$ cat config.mk
export PLATFORM = sky130hd
export DESIGN_NAME = keyed_bit_shuffle_block_cipher
export DESIGN_NICKNAME = d
export VERILOG_FILES = /design/src/rtl/kbs_pkg.sv /design/src/rtl/kbs_ram.sv /design/src/rtl/kbs_xform.sv /design/src/rtl/keyed_bit_shuffle_block_cipher.sv
export SDC_FILE = /design/constraint.sdc
export NUM_CORES = 1
export LEC_CHECK = 0
export BUFFER_PORTS_ARGS = -buffer_cell sky130_fd_sc_hd__clkbuf_2
export CAP_MARGIN = 20
export CORE_ASPECT_RATIO = 1.75
export CORE_MARGIN = 5
export CORE_UTILIZATION = 60
export CTS_CLUSTER_DIAMETER = 30
export DETAILED_ROUTE_END_ITERATION = 10
export PLACE_DENSITY = 0.84
export SYNTH_ARGS = -nofsm -noshare
export SYNTH_HDL_FRONTEND = slang
export SYNTH_HIERARCHICAL = 1
export SYNTH_SLANG_ARGS = --single-unit
$ cat constraint.sdc
create_clock -name clk -period 6.3 [get_ports clk]
set_clock_uncertainty 0.2 [all_clocks]
set_input_delay 0.315 -clock clk [delete_from_list [all_inputs] [get_ports clk]]
set_output_delay 0.315 -clock clk [all_outputs]
set_load 0.005 [all_outputs]
$ cat src/rtl/kbs_pkg.sv
// ----------------------------------------------------------------------------
// kbs_pkg
// shared types, constants and the 7-bit shuffle for the bit-shuffle cipher
// ----------------------------------------------------------------------------
`default_nettype none

package kbs_pkg;

  localparam int KEY_MAX = 16;
  localparam int ADDR_W  = $clog2(KEY_MAX);
  localparam int LEN_W   = 5;

  // configuration register indexes
  localparam logic [7:0] REG_KEY_LOW  = 8'd0;
  localparam logic [7:0] REG_KEY_HIGH = 8'd1;
  localparam logic [7:0] REG_KEY_LEN  = 8'd2;
  localparam logic [7:0] REG_MODE     = 8'd3;

  // shuffle selectors
  localparam logic [1:0] SEL_MIRROR = 2'd0;
  localparam logic [1:0] SEL_GROUP  = 2'd1;
  localparam logic [1:0] SEL_INVERT = 2'd2;
  localparam logic [1:0] SEL_PAIRS  = 2'd3;

  // request into the output stage
  typedef struct packed {
    logic load;
    logic decrypt;
    logic last;
  } xf_req_t;

  function automatic logic [6:0] shuffle7(input logic [6:0] v, input logic [1:0] sel);
    logic [6:0] r;
    r = '0;
    case (sel)
      SEL_MIRROR: begin
        for (int k = 0; k < 7; k++) begin
          r[k] = v[6-k];
        end
      end
      SEL_GROUP:  r = {v[6], v[2:0], v[5:3]};
      SEL_INVERT: r = ~v;
      SEL_PAIRS:  r = {v[6], v[4], v[5], v[2], v[3], v[0], v[1]};
      default:    r = v;
    endcase
    return r;
  endfunction

endpackage

`default_nettype wire

$ cat src/rtl/kbs_ram.sv
// ----------------------------------------------------------------------------
// kbs_ram
// generic single-port ram with registered read
// ----------------------------------------------------------------------------
`default_nettype none

module kbs_ram #(
  parameter int WIDTH = 8,
  parameter int DEPTH = 16
) (
  input  wire logic                     clk,
  input  wire logic                     we,
  input  wire logic [$clog2(DEPTH)-1:0] addr,
  input  wire logic [WIDTH-1:0]         wdata,
  output logic      [WIDTH-1:0]         rdata
);

  logic [WIDTH-1:0] mem [DEPTH];

  always_ff @(posedge clk) begin
    if (we) begin
      mem[addr] <= wdata;
    end
    rdata <= mem[addr];
  end

endmodule

`default_nettype wire

$ cat src/rtl/kbs_xform.sv
// ----------------------------------------------------------------------------
// kbs_xform
// key xor and bit shuffle of one stored byte, held in the output register
// ----------------------------------------------------------------------------
`default_nettype none

module kbs_xform import kbs_pkg::*; (
  input  wire logic       clk,
  input  wire logic       rst,
  input  wire xf_req_t    req,
  input  wire logic [7:0] data_in,
  input  wire logic [7:0] key_byte,
  output logic            out_free,
  output logic            m_axis_tvalid,
  input  wire logic       m_axis_tready,
  output logic [7:0]      m_axis_tdata,   // [7:0] out_byte
  output logic            m_axis_tlast    // last_of_block
);

  logic [7:0] enc_mix;
  logic [7:0] result;

  always_comb begin
    enc_mix = data_in ^ key_byte;
    if (req.decrypt) begin
      result = {1'b0, shuffle7(data_in[6:0], key_byte[1:0])} ^ key_byte;
    end else begin
      result = {1'b0, shuffle7(enc_mix[6:0], key_byte[1:0])};
    end
  end

  assign out_free = !m_axis_tvalid || m_axis_tready;

  always_ff @(posedge clk) begin
    if (rst) begin
      m_axis_tvalid <= 1'b0;
    end else if (req.load) begin
      m_axis_tvalid <= 1'b1;
    end else if (m_axis_tready) begin
      m_axis_tvalid <= 1'b0;
    end
    if (req.load) begin
      m_axis_tdata <= result;
      m_axis_tlast <= req.last;
    end
  end

endmodule

`default_nettype wire

$ cat src/rtl/keyed_bit_shuffle_block_cipher.sv
// ----------------------------------------------------------------------------
// keyed_bit_shuffle_block_cipher
// block-reversing bit-shuffle cipher with a 16-byte key
// ----------------------------------------------------------------------------
// Text bytes stream in on s_axis and are written into a 16-entry block
// store. A block closes when it holds key_length bytes (0 counts as 1,
// anything above 16 as 16) or when a byte arrives with tlast set. The block
// is then read back from the store in reversed order and every byte goes
// out on m_axis after the keyed xor and 7-bit shuffle; tlast marks the
// final byte of each block. Filling accepts one byte per cycle; draining
// reads the single store port (registered read) into the output register,
// issuing the next read only once the last one has returned and the output
// register can take it. While a block drains no input is taken; once
// the last read is issued the block store is free and filling resumes even
// while the final result still waits in the output register. The cfg port
// is always ready; write it only while the block is idle.
// ----------------------------------------------------------------------------
`default_nettype none

module keyed_bit_shuffle_block_cipher import kbs_pkg::*; (
  input  wire logic        clk,
  input  wire logic        rst,
  // input text
  input  wire logic        s_axis_tvalid,
  output logic             s_axis_tready,
  input  wire logic [7:0]  s_axis_tdata,   // [7:0] in_byte
  input  wire logic        s_axis_tlast,   // end_of_text
  // output text
  output logic             m_axis_tvalid,
  input  wire logic        m_axis_tready,
  output logic [7:0]       m_axis_tdata,   // [7:0] out_byte
  output logic             m_axis_tlast,   // last_of_block
  // configuration writes
  input  wire logic        cfg_valid,
  output logic             cfg_ready,
  input  wire logic [7:0]  cfg_index,
  input  wire logic [63:0] cfg_data
);

  typedef enum logic [1:0] {
    ST_FILL  = 2'b01,
    ST_DRAIN = 2'b10
  } state_t;

  // configuration registers
  logic [63:0]      key_low;
  logic [63:0]      key_high;
  logic [LEN_W-1:0] key_len;
  logic             decrypt;

  state_t            state;
  logic [ADDR_W-1:0] fill_count;  // bytes in the open block
  logic [ADDR_W-1:0] last_idx;    // block length minus one while draining
  logic [ADDR_W-1:0] drain_p;     // next output position to read
  logic              rd_pend;     // store read in flight
  logic [ADDR_W-1:0] pend_p;
  logic [ADDR_W-1:0] pend_src;
  logic              pend_last;

  logic              in_xact;
  logic              close_block;
  logic [LEN_W-1:0]  eff_len;
  logic [LEN_W-1:0]  count_inc;
  logic              out_free;
  logic              issue;
  logic [ADDR_W-1:0] drain_src;
  logic [ADDR_W-1:0] ram_addr;
  logic [7:0]        ram_q;
  logic [ADDR_W-1:0] key_idx;
  logic [127:0]      key_all;
  logic [7:0]        key_sel;
  xf_req_t           xf_req;

  assign cfg_ready = 1'b1;

  always_ff @(posedge clk) begin
    if (rst) begin
      key_low  <= '0;
      key_high <= '0;
      key_len  <= LEN_W'(1);
      decrypt  <= 1'b0;
    end else if (cfg_valid) begin
      case (cfg_index)
        REG_KEY_LOW:  key_low  <= cfg_data;
        REG_KEY_HIGH: key_high <= cfg_data;
        REG_KEY_LEN:  key_len  <= cfg_data[LEN_W-1:0];
        REG_MODE:     decrypt  <= cfg_data[0];
        default:      ;
      endcase
    end
  end

  // clamp the block length into 1..KEY_MAX
  always_comb begin
    if (key_len == '0) begin
      eff_len = LEN_W'(1);
    end else if (key_len > LEN_W'(KEY_MAX)) begin
      eff_len = LEN_W'(KEY_MAX);
    end else begin
      eff_len = key_len;
    end
  end

  assign s_axis_tready = (state == ST_FILL);
  assign in_xact       = s_axis_tvalid && s_axis_tready;
  assign count_inc     = {1'b0, fill_count} + LEN_W'(1);
  assign close_block   = in_xact && (s_axis_tlast || count_inc >= eff_len);

  // read one entry at a time, only when the output register can take it
  assign issue     = (state == ST_DRAIN) && !rd_pend && out_free;
  assign drain_src = last_idx - drain_p;
  assign ram_addr  = (state == ST_FILL) ? fill_count : drain_src;

  always_ff @(posedge clk) begin
    if (rst) begin
      state      <= ST_FILL;
      fill_count <= '0;
      rd_pend    <= 1'b0;
    end else begin
      rd_pend <= issue;
      case (state)
        ST_FILL: begin
          if (close_block) begin
            state      <= ST_DRAIN;
            fill_count <= '0;
          end else if (in_xact) begin
            fill_count <= fill_count + ADDR_W'(1);
          end
        end
        ST_DRAIN: begin
          if (issue && drain_p == last_idx) begin
            state <= ST_FILL;
          end
        end
        default: state <= ST_FILL;
      endcase
    end
  end

  // drain bookkeeping, no reset needed
  always_ff @(posedge clk) begin
    if (close_block) begin
      last_idx <= fill_count;
      drain_p  <= '0;
    end else if (issue) begin
      drain_p <= drain_p + ADDR_W'(1);
    end
    if (issue) begin
      pend_p    <= drain_p;
      pend_src  <= drain_src;
      pend_last <= (drain_p == last_idx);
    end
  end

  kbs_ram #(
    .WIDTH(8),
    .DEPTH(KEY_MAX)
  ) u_store (
    .clk  (clk),
    .we   (in_xact),
    .addr (ram_addr),
    .wdata(s_axis_tdata),
    .rdata(ram_q)
  );

  // key byte follows the output position when decrypting, the source otherwise
  assign key_all = {key_high, key_low};
  assign key_idx = decrypt ? pend_p : pend_src;
  assign key_sel = key_all[key_idx*8 +: 8];

  always_comb begin
    xf_req.load    = rd_pend;
    xf_req.decrypt = decrypt;
    xf_req.last    = pend_last;
  end

  kbs_xform u_xform (
    .clk          (clk),
    .rst          (rst),
    .req          (xf_req),
    .data_in      (ram_q),
    .key_byte     (key_sel),
    .out_free     (out_free),
    .m_axis_tvalid(m_axis_tvalid),
    .m_axis_tready(m_axis_tready),
    .m_axis_tdata (m_axis_tdata),
    .m_axis_tlast (m_axis_tlast)
  );

endmodule

`default_nettype wire

Yosys cells after proc, flatten, opt, wreduce, memory -nomap -nowiden
Memories as Yosys holds them, arrays and structs flattened. A register that Yosys moved wholly into a read port is not among the register bits.
Cells that the tools add are included.

cells by class
  add/subtract/negate cells = 4
  magnitude comparators = 2
  eq/ne operators = 11
  shift-type cells = 1
  muxes and demuxes = 17
  bitwise logic cells = 4
  reductions and logical operators = 20

operator list
  cell                                                 count
  indexed part select 128 x 8 -> 8 bit                 1
  one-hot mux 7 bit (4 select lines)                   2
  equality test 8 x 2 -> 1 bit, second input constant  2
  two-way mux 4 bit                                    4
  two-way mux 7 bit                                    2
  inverter 7 bit                                       2
  AND reduction 2 bit                                  6
  two-way mux 5 bit                                    2
  adder 4 x 1 -> 4 bit, second input constant          2
  equality test 8 x 1 -> 1 bit, second input constant  1
  logical NOT 8 bit                                    1
  bitwise XOR 7 x 8 -> 8 bit                           1
  bitwise XOR 7 bit                                    1
  equality test 2 bit, second input constant           3
  adder 4 x 1 -> 5 bit, second input constant          1
  greater-or-equal comparator 5 bit                    1
  > comparator 5 bit, second input constant            1
  logical AND 1 bit                                    5
  logical NOT 5 bit                                    1
  equality test 2 x 1 -> 1 bit, second input constant  2
  equality test 4 bit                                  1
  two-way mux 1 bit                                    4
  two-way mux 2 bit                                    2
  != test 2 x 1 -> 1 bit, second input constant        2
  other kinds (6)                                      9

storage, ports and cells
  flip-flop bits (word level) = 168
  RAM bits = 128
  output and inout bits = 12
  word-level logic and storage cells = 76
  memories = 1

memory list
  name         words  width  read ports  clocked after Yosys merged registers in  wr ports  line           RTL
  u_store.mem  16     8      1           1                                        1         kbs_ram.sv:18  logic [WIDTH-1:0] mem [DEPTH];

Depth between registers and ports, before layout
Gate-level depths: netlist of the first run.

  depth in word-level cells = 8
  depth in mapped cells = 13

Modules after synthesis
The synthesis of the first run kept the hierarchy.

by module, submodules not included
  module                          times used  cells each  area each (um2)
  keyed_bit_shuffle_block_cipher  1           790         7070.5
  kbs_ram                         1           230         5067.4
  kbs_xform                       1           76          808.3

Worst setup path before layout of the first run
OpenSTA, ideal clock, no wires.

  path kind = flip-flop to flip-flop
  from = register decrypt
  to = register u_xform.m_axis_tdata[5], data pin
  setup time = 0.261 ns
  arrival time = 2.773 ns
  data required time = 5.839 ns
  path slack = 3.066 ns
  cell stages (with the launch flop) = 11
  path buffers = 2
  period minus slack after synthesis = 3.234 ns
  cells stage by stage = dfxtp_1 -> buf_6 -> mux2i_2 -> buf_6 -> mux4_2 -> nand2_1 -> nand4_1 -> xor2_1 -> mux4_1 -> nor2_1 -> a21oi_1

on the way
  elaborated cells between the ends (all ways) = 13

RTL lines
  element                               line                                   RTL
  from (decl)                           keyed_bit_shuffle_block_cipher.sv:49   logic decrypt;
  from (signal assigned)                keyed_bit_shuffle_block_cipher.sv:87   REG_MODE: decrypt <= cfg_data[0];
  two-way mux 4 bit                     keyed_bit_shuffle_block_cipher.sv:168  assign key_idx = decrypt ? pend_p : pend_src;
  indexed part select 128 x 8 -> 8 bit  keyed_bit_shuffle_block_cipher.sv:169  assign key_sel = key_all[key_idx*8 +: 8];
  net key_sel[2]                        keyed_bit_shuffle_block_cipher.sv:71   logic [7:0] key_sel;
  bitwise XOR 7 bit                     kbs_xform.sv:24                        enc_mix = data_in ^ key_byte;
  one-hot mux 7 bit (4 select lines)    kbs_pkg.sv:35                          case (sel)
  two-way mux 7 bit                     kbs_xform.sv:25                        if (req.decrypt) begin
  net u_xform.result[5]                 kbs_xform.sv:21                        logic [7:0] result;
  to (signal assigned)                  kbs_xform.sv:43                        m_axis_tdata <= result;
  to (decl)                             kbs_xform.sv:16                        output logic [7:0] m_axis_tdata,

The timed path passes the listed nets, and every way through them passes these cells. The select of a mux whose other input is x is not followed.
A chain may end at the register's enable or synchronous reset.

Worst setup path after layout of the first run
  from = register decrypt
  to = register u_xform.m_axis_tdata[4], data pin

on the way
  longest elaborated chain between the ends = 7
  elaborated cells between the ends (all ways) = 13

ends and longest elaborated chain
  element                                            line                                   RTL
  two-way mux 4 bit *                                keyed_bit_shuffle_block_cipher.sv:168
  indexed part select 128 x 8 -> 8 bit *             keyed_bit_shuffle_block_cipher.sv:169
  net key_sel[1]                                     keyed_bit_shuffle_block_cipher.sv:71
  equality test 2 bit, or another cell as far along  kbs_pkg.sv:35
  one-hot mux 7 bit (4 select lines)                 kbs_pkg.sv:35
  two-way mux 7 bit                                  kbs_xform.sv:25
  bitwise XOR 7 x 8 -> 8 bit                         kbs_xform.sv:26                        result = {1'b0, shuffle7(data_in[6:0], key_byte[1:0])} ^ key_byte;
  two-way mux 7 bit *                                kbs_xform.sv:25
  net u_xform.result[4]                              kbs_xform.sv:21

The timed path passes the listed nets; every way through them passes the cells marked *. The select of a mux whose other input is x is not followed.

==> qor.txt, run 1 <==
outcome: finished clean
Worst IR Drop VDD: 0.0003002 V
total gr overflow: 0
Hold WS: 0.01404 ns
YS warnings: 6
RR Startpoint: decrypt
die area: 23640 um^2
kind of critical path: flop to flop
synthesized cell area: 12340 um^2
dpl hpwl: 18890 um
Die Wd: 118.4 um
clk_lat worst skew: 0.53 ns
Mapped Nets: 1169
Critical Path AT: 4.63 ns
Residual DRC: 0
Final Wtd Congestion: 0.8593
largest net degree at the start of global routing: 92
reg-to-reg slack, setup: 1.68 ns
Hold WC Path Type: input pin to flop
Initial Utilization: 0.6081
Global Route Usage Sum: 0.2657
CP endpoint: u_xform/m_axis_tdata[4]
drt wl/cell: 20.84 um
worst setup path start: decrypt
clock root buffer: clkbuf_16
f_max: 0.2165 GHz
Hold-fix buffers, CTS: 68
Max Root-Sink Buffers: 3
RSZ-0062 raised after global routing: no
startpoint types: flop
post-cts resize count: 0
Worst Tran Pin Value: 1.032 ns
top routing layer in use: met4
first-pass GRT wire length: 49490 um
Vias: 9061
met3 routed WL: 1760 um
final hold viol count: 0
initial antenna violation count: 0
Max-Cap Viols: 0
Core Area: 20290 um^2
count of antenna diodes in the layout: 0
Lkg Pwr: 5.137 nW
relative slew slack: 0.3123
Fill cells: 1219
Pwr Density: 305.9 nW/um^2
Tcrit/Tclk final: 0.7331
Via-to-Cell Ratio: 6.033
IO Pins: 98
CTS Buf Count: 37
post-route ant nets: 0
crit end category: flop
H-tree lvl count: 2
setup TNS: 0 ns
DRT iter0 DRCs: 965
Worst R2R End: u_xform/m_axis_tdata[4]
Reg2Reg Depth: 8
die height: 199.7 um
total power: 4.545 mW
port buffer count: 95
Reg clk slew, reported paths: 0.07 ns
share of cells above drive strength 1: 0.2352
clock sink total: 287
met2 wire len: 16880 um
Post-Synthesis Cells: 1072
WL final: 31300 um
Setup Buffers After CTS: 0
vias in the first global route: 9400
wl on met1: 10320 um
crit path time final: 4.619 ns
nets@finish: 1322
clock tree from TritonCTS: yes
commonest non-fill, non-tap cell in the layout: nand2_1
Post-Syn Area per Cell: 11.51 um^2
Slew Limit Fails: 0
most frequent cells in the layout: 295 x nand2_1, 153 x dfxtp_1, 134 x edfxtp_1, 126 x a21oi_1, 95 x clkbuf_2
Critical Path Fanout Max: 23
area delta synth->final: 20.43%
Core Util, Final: 0.7323
Pre-Repair DR Iteration Count: 6
final setup fails: 0
site row count: 69
Worst EP required: 6.31 ns
stage by stage:
step	worst slack [ns]	instance area (um^2)	cells
floorplan	3.066	12340	1072
global placement	1.811	12840	1361
detailed placement	1.751	12860	1362
CTS	1.722	14830	1498
global route	1.381	14860	1502
finish	1.681	14860	1502
state kept, by name, summed over array words and instances, names as in the netlist, 2 cells and up:
name	cells
u_xform/m_axis_tdata	8
pend_src	4
u_store/mem	112
u_store/rdata	7
state	2
key_low	64
fill_count	4
pend_p	4
drain_p	4
key_high	64
key_len	5
last_idx	4
metal layers:
layer / GRT usage / up-vias
met3: 0.04673 / 129
met2: 0.4874 / 426
met4: 0.1782 / 0
li1: - / 4103
met5: 0 / -
met1: 0.2747 / 4403
critical path, stage by stage, from the launching register on:
cell	delay, ns
dfxtp_1	0.93
mux2i_4	0.76
buf_4	0.36
mux4_2	0.53
nand2_1	0.09
nand4_1	0.61
mux4_2	0.52
xnor2_1	0.18
a22oi_1	0.12
cell type report:
type	count	area [um^2]	share of cell area
multi-input cells	697	4786	0.3221
clock inverters	26	330.3	0.02223
clock buffers	42	965.9	0.06502
flip-flops and latches	287	7087	0.4770
inverters	21	78.83	0.005306
well taps	248	310.3	0.02089
repair buffers	181	1299	0.08742
worst min path at each step:
stage                                        to  slack, ns       startpoint  cells after the start
after detailed placement   u_xform/m_axis_tlast       0.21        pend_last                      0
after CTS                     u_store/mem[5][2]      0.006  s_axis_tdata[2]                      1
after global placement     u_xform/m_axis_tlast       0.21        pend_last                      0
after global routing         u_store/mem[13][2]       0.03  s_axis_tdata[2]                      1
after floorplan           u_xform/m_axis_tvalid       0.18              rst                      1
final                         u_store/mem[5][2]       0.01  s_axis_tdata[2]                      1
report_power, final:
| part | internal, mW | switching (mW) |
|---|---|---|
| clock | 1.31 | 0.870 |
| combinational | 0.164 | 0.185 |
| sequential | 1.99 | 0.0256 |
(Power assumes the default switching activity.)
==> run 2, diff against run 1 <==
Clock period 6.3 ns to 4.5 ns, I/O delays scaled along.
==> run 2 against run 1 <==
  * The run now ends with negative hold slack left
  * Sequential cell count unchanged
  * Highest routed layer unchanged
  * First-iteration DRC count down 1.3%
  * Count of clock-buffer cells in the layout down 1
  * Largest power group unchanged
  * Global-route usage up 1.0 points
  * Largest cell class unchanged
  * Die area unchanged
==> qor.txt, run 2 (synthesis results as in run 1) <==
crit end category: flop
total power: 6.241 mW
port buffer count: 95
Hold-fix buffers, CTS: 73
Hold WS: -0.002132 ns
share of cells above drive strength 1: 0.2353
H-tree lvl count: 2
initial antenna violation count: 1
reg-to-reg slack, setup: 0.92 ns
clock root buffer: clkbuf_16
largest net degree at the start of global routing: 95
Lkg Pwr: 5.150 nW
Critical Path AT: 3.63 ns
dpl hpwl: 19470 um
Tcrit/Tclk final: 0.7949
worst path cell trace: mux2i_4 > buf_4 > mux4_2 > nand2_1 > nand4_1 > xnor2_1 > mux4_1 > nor2_1 > a21oi_1
startpoint types: flop
hold path startpoint: s_axis_tlast
outcome: complete, but fails checks
die height: 199.7 um
kind of critical path: flop to flop
final hold viol count: 2
depth of the worst hold-timing path: 5
commonest non-fill, non-tap cell in the layout: nand2_1
Final Wtd Congestion: 0.8543
IO Pins: 98
FF/Latch Area: 7087 um^2
Fill cells: 1213
drt wl/cell: 21.57 um
nets@finish: 1330
DRT iter0 DRCs: 952
CP max-delay cell: mux4_1
Hold WC Path Type: input pin to flop
Die Wd: 118.4 um
clock sink total: 287
Initial Utilization: 0.6081
Worst EP required: 4.55 ns
Reg2Reg Depth: 9
max reg flops: 112
relative slew slack: 0.2983
Crit path largest cell delay: 0.53 ns
Setup Buffers After CTS: 0
failing checks: negative hold slack
most frequent cells in the layout: 295 x nand2_1, 153 x dfxtp_1, 134 x edfxtp_1, 126 x a21oi_1, 94 x clkbuf_2
Pre-Repair DR Iteration Count: 8
Global Route Usage Sum: 0.2760
RR Startpoint: decrypt
Core Area: 20290 um^2
post-route ant nets: 0
Reg clk slew, reported paths: 0.06 ns
Largest regs: u_store/mem: 112 flops, key_high: 64 flops, key_low: 64 flops
Slew Limit Fails: 0
Via-to-Cell Ratio: 6.121
f_max: 0.2796 GHz
Max Root-Sink Buffers: 3
Residual DRC: 0
Critical Path Fanout Max: 16
Worst IR Drop VDD: 0.0003978 V
WL final: 32510 um
RSZ-0062 raised after global routing: no
final setup fails: 0
Biggest register: u_store/mem
clk_lat worst skew: 0.52 ns
setup TNS: 0 ns
Max-Cap Viols: 0
first-pass GRT wire length: 51360 um
Vias: 9225
Hold Crit Endpoint: fill_count[0]
site row count: 69
CTS Buf Count: 36
area of the multi-input gates: 4786 um^2
Pwr Density: 419.6 nW/um^2
area delta synth->final: 20.56%
Worst R2R End: u_xform/m_axis_tdata[5]
total gr overflow: 0
die area: 23640 um^2
crit path time final: 3.577 ns
clock tree from TritonCTS: yes
post-cts resize count: 0
Worst Tran Pin Value: 1.053 ns
vias in the first global route: 9691
==> run 2: area by class of cell <==
cell class	count	share of cell area
Antenna cell	1	0.0001683
Clock buffer	41	0.06528
Clock inverter	22	0.01708
Sequential cell	287	0.4765
Multi-Input combinational cell	697	0.3218
Timing Repair Buffer	190	0.09304
Tap cell	248	0.02086
Inverter	21	0.005300
==> run 2: metrics by stage <==
stage                     cells    util  cell area (um^2)  setup slack, ns
final                      1507  0.7331             14870           0.9229
after global routing       1507  0.7331             14870           0.8499
after CTS                  1505  0.7327             14870           0.9829
after detailed placement   1369  0.6363             12910            1.023
after global placement     1369  0.6363             12910            1.084
after floorplan            1072       -             12340            1.266
==> run 2: report_power, final <==
group / switching [mW] / leakage (nW) / internal, mW
Sequential: 0.0382 / 2.45 / 2.78
Combinational: 0.267 / 2.11 / 0.235
Clock: 1.16 / 0.595 / 1.76
==> run 2: worst max-delay path by stage <==
stage	start	to	slack (ns)	cells after the start
final	decrypt	u_xform/m_axis_tdata[5]	0.92	9
after global placement	decrypt	u_xform/m_axis_tdata[5]	1.08	9
after floorplan	decrypt	u_xform/m_axis_tdata[5]	1.27	10
after CTS	decrypt	u_xform/m_axis_tdata[5]	0.98	9
after global routing	decrypt	u_xform/m_axis_tdata[5]	0.85	9
after detailed placement	decrypt	u_xform/m_axis_tdata[5]	1.02	9
==> run 2: routing by layer <==
layer / track usage / vias to the layer above / part of all wire
met5: 0 / - / 0
met4: 0.1871 / 0 / 0.081
met3: 0.03795 / 152 / 0.053
met2: 0.5158 / 495 / 0.54
met1: 0.2829 / 4458 / 0.32
li1: - / 4120 / -
==> run 2: worst max-delay path, delay by kind of cell, from the launching register on <==
family                 cells  cell delay, ns
multiplexers               3            1.39
AND/OR/NAND/NOR            3            0.52
flip-flops                 1            0.49
buffers and inverters      1            0.36
XOR/XNOR                   1            0.30
AO/OA/AOI/OAI              1            0.05
==> run 3, diff against run 2 <==
Clock period 4.5 ns to 3.5 ns, I/O delays scaled along.
==> run 3 against run 2 <==
  * The flow finishes with violations (design-rule violations)
  * Wire length grew 4.1%
  * Via count grew 2.7%
  * Final cell count grew 2.1%
  * Clock power grew 47%
  * Final area grew 2.8%
  * Global-route usage grew 1.1 points
  * Sequential power grew 29%
  * Critical path type unchanged
  * Critical endpoint unchanged
==> qor.txt, run 3 (synthesis results as in run 1) <==
relative slew slack: 0.4464
Hold WC Path Type: input pin to flop
Largest regs: u_store/mem: 112 flops, key_high: 64 flops, key_low: 64 flops
site row count: 69
total power: 8.569 mW
crit path time final: 3.286 ns
Finished Cell Area: 15290 um^2
crit end category: flop
Residual DRC: 1
depth of the worst hold-timing path: 4
max reg flops: 112
Final Wtd Congestion: 0.8550
commonest non-fill, non-tap cell in the layout: nand2_1
WL final: 33840 um
Initial Utilization: 0.6081
Global Route Usage Sum: 0.2870
Die Wd: 118.4 um
clock root buffer: clkbuf_16
Pwr Density: 560.3 nW/um^2
Reg clk slew, reported paths: 0.06 ns
DRT iter0 DRCs: 1050
dpl hpwl: 19550 um
area delta synth->final: 23.98%
final setup margin: 0.2140 ns
IO Pins: 98
worst path cell trace: mux2i_4 > buf_12 > mux4_2 > nand2_1 > nand4_1 > xor2_1 > mux4_1 > nor2_1 > a21oi_1
CP Depth: 9
Critical Path AT: 3.34 ns
Fill cells: 1099
post-place setup slack: 0.2014 ns
nets@finish: 1356
outcome: complete, but fails checks
Biggest register: u_store/mem
Max Root-Sink Buffers: 3
Via-to-Cell Ratio: 6.161
Core Util, Final: 0.7539
setup TNS: 0 ns
Pre-Repair DR Iteration Count: 9
die area: 23640 um^2
H-tree lvl count: 2
final setup fails: 0
largest net degree at the start of global routing: 107
Worst Tran Pin Value: 0.8304 ns
initial antenna violation count: 0
Crit path largest cell delay: 0.55 ns
Lkg Pwr: 5.373 nW
port buffer count: 95
drt wl/cell: 22.00 um
CP max-delay cell: mux4_2
final hold viol count: 0
post-route ant nets: 0
vias in the first global route: 9973
RSZ-0062 raised after global routing: no
Bufs and invs on worst path: 1
Core Area: 20290 um^2
die height: 199.7 um
Worst IR Drop VDD: 0.0005637 V
CTS Buf Count: 39
Tcrit/Tclk final: 0.9389
clock sink total: 287
Slew Limit Fails: 0
first-pass GRT wire length: 53000 um
f_max: 0.3043 GHz
Worst EP required: 3.55 ns
share of cells above drive strength 1: 0.2504
startpoint types: flop
kind of critical path: flop to flop
most frequent cells in the layout: 295 x nand2_1, 152 x dfxtp_1, 134 x edfxtp_1, 126 x a21oi_1, 94 x clkbuf_2
Vias: 9475
Reg2Reg Depth: 9
critical path's top delay family: multiplexers
Cell Area, Placed: 13080 um^2
failing checks: design-rule violations
total gr overflow: 0
clock tree from TritonCTS: yes
Max-Cap Viols: 0
count of antenna diodes in the layout: 0
Critical Path Fanout Max: 20
clk_lat worst skew: 0.52 ns
==> run 3: cell count changes in the layout (fill, tap and decap cells not counted), sizes merged, moves of 2 or more <==
| cell | before | now |
|---|---|---|
| buf | 23 | 42 |
| clkinv | 8 | 6 |
| dlygate4sd3 | 73 | 77 |
| inv | 29 | 31 |
| bufinv | 3 | 6 |
| clkbuf | 135 | 140 |
==> run 3: path summary, 6_finish.rpt <==
kind / startpoint / end / slack [ns]
max reg2reg: decrypt / u_xform/m_axis_tdata[5] / 0.21
min: cfg_index[0] / key_len[3] / 0.06
max: decrypt / u_xform/m_axis_tdata[5] / 0.21
min reg2reg: pend_last / u_xform/m_axis_tlast / 0.22
==> run 3: final cells by class <==
| class | instances | area (um^2) | share of cell area |
|---|---|---|---|
| inverters | 21 | 78.83 | 0.005154 |
| clock inverters | 26 | 344.1 | 0.02250 |
| multi-input cells | 697 | 4786 | 0.3129 |
| clock buffers | 46 | 1090 | 0.07125 |
| flip-flops and latches | 287 | 7088 | 0.4634 |
| repair buffers | 213 | 1598 | 0.1045 |
| well taps | 248 | 310.3 | 0.02029 |
==> run 3: per-stage QoR <==
stage / hold slack [ns] / cells
global placement: 0.2064 / 1388
detailed placement: 0.2089 / 1388
floorplan: 0.04407 / 1072
global route: 0.09009 / 1538
CTS: 0.03477 / 1537
finish: 0.06149 / 1538
==> run 3: routing by layer <==
layer / track usage / up-vias / part of all wire
met5: 0 / - / 0
met4: 0.2043 / 0 / 0.079
met3: 0.05211 / 177 / 0.064
met2: 0.5381 / 519 / 0.54
met1: 0.2796 / 4597 / 0.31
li1: - / 4182 / -
==> run 3: where the power goes <==
| part | internal [mW] | total [mW] | switching, mW |
|---|---|---|---|
| Clock | 2.72 | 4.28 | 1.56 |
| Sequential | 3.58 | 3.63 | 0.0476 |
| Combinational | 0.315 | 0.664 | 0.349 |
| Total | 6.61 | 8.57 | 1.96 |
==> run 3: worst register-to-register path, delay by kind of cell (launching register included) <==
kind                      cells  cell delay (ns)
AOI/OAI and AO/OA             1             0.05
xor gates and xnor gates      1             0.24
buffers and inverters         1             0.23
DFF                           1             0.42
muxes                         3             1.42
and+or+nand+nor               3             0.45
==> run 3: what timing repair did <==
action | 4_1_cts | 5_1_grt
endpoints found under the hold margin | 253 | 0
endpoints found under the setup margin | 0 | 1
setup buffers | 0 | 1
gates resized for setup | 0 | 2
hold buffers | 77 | 0
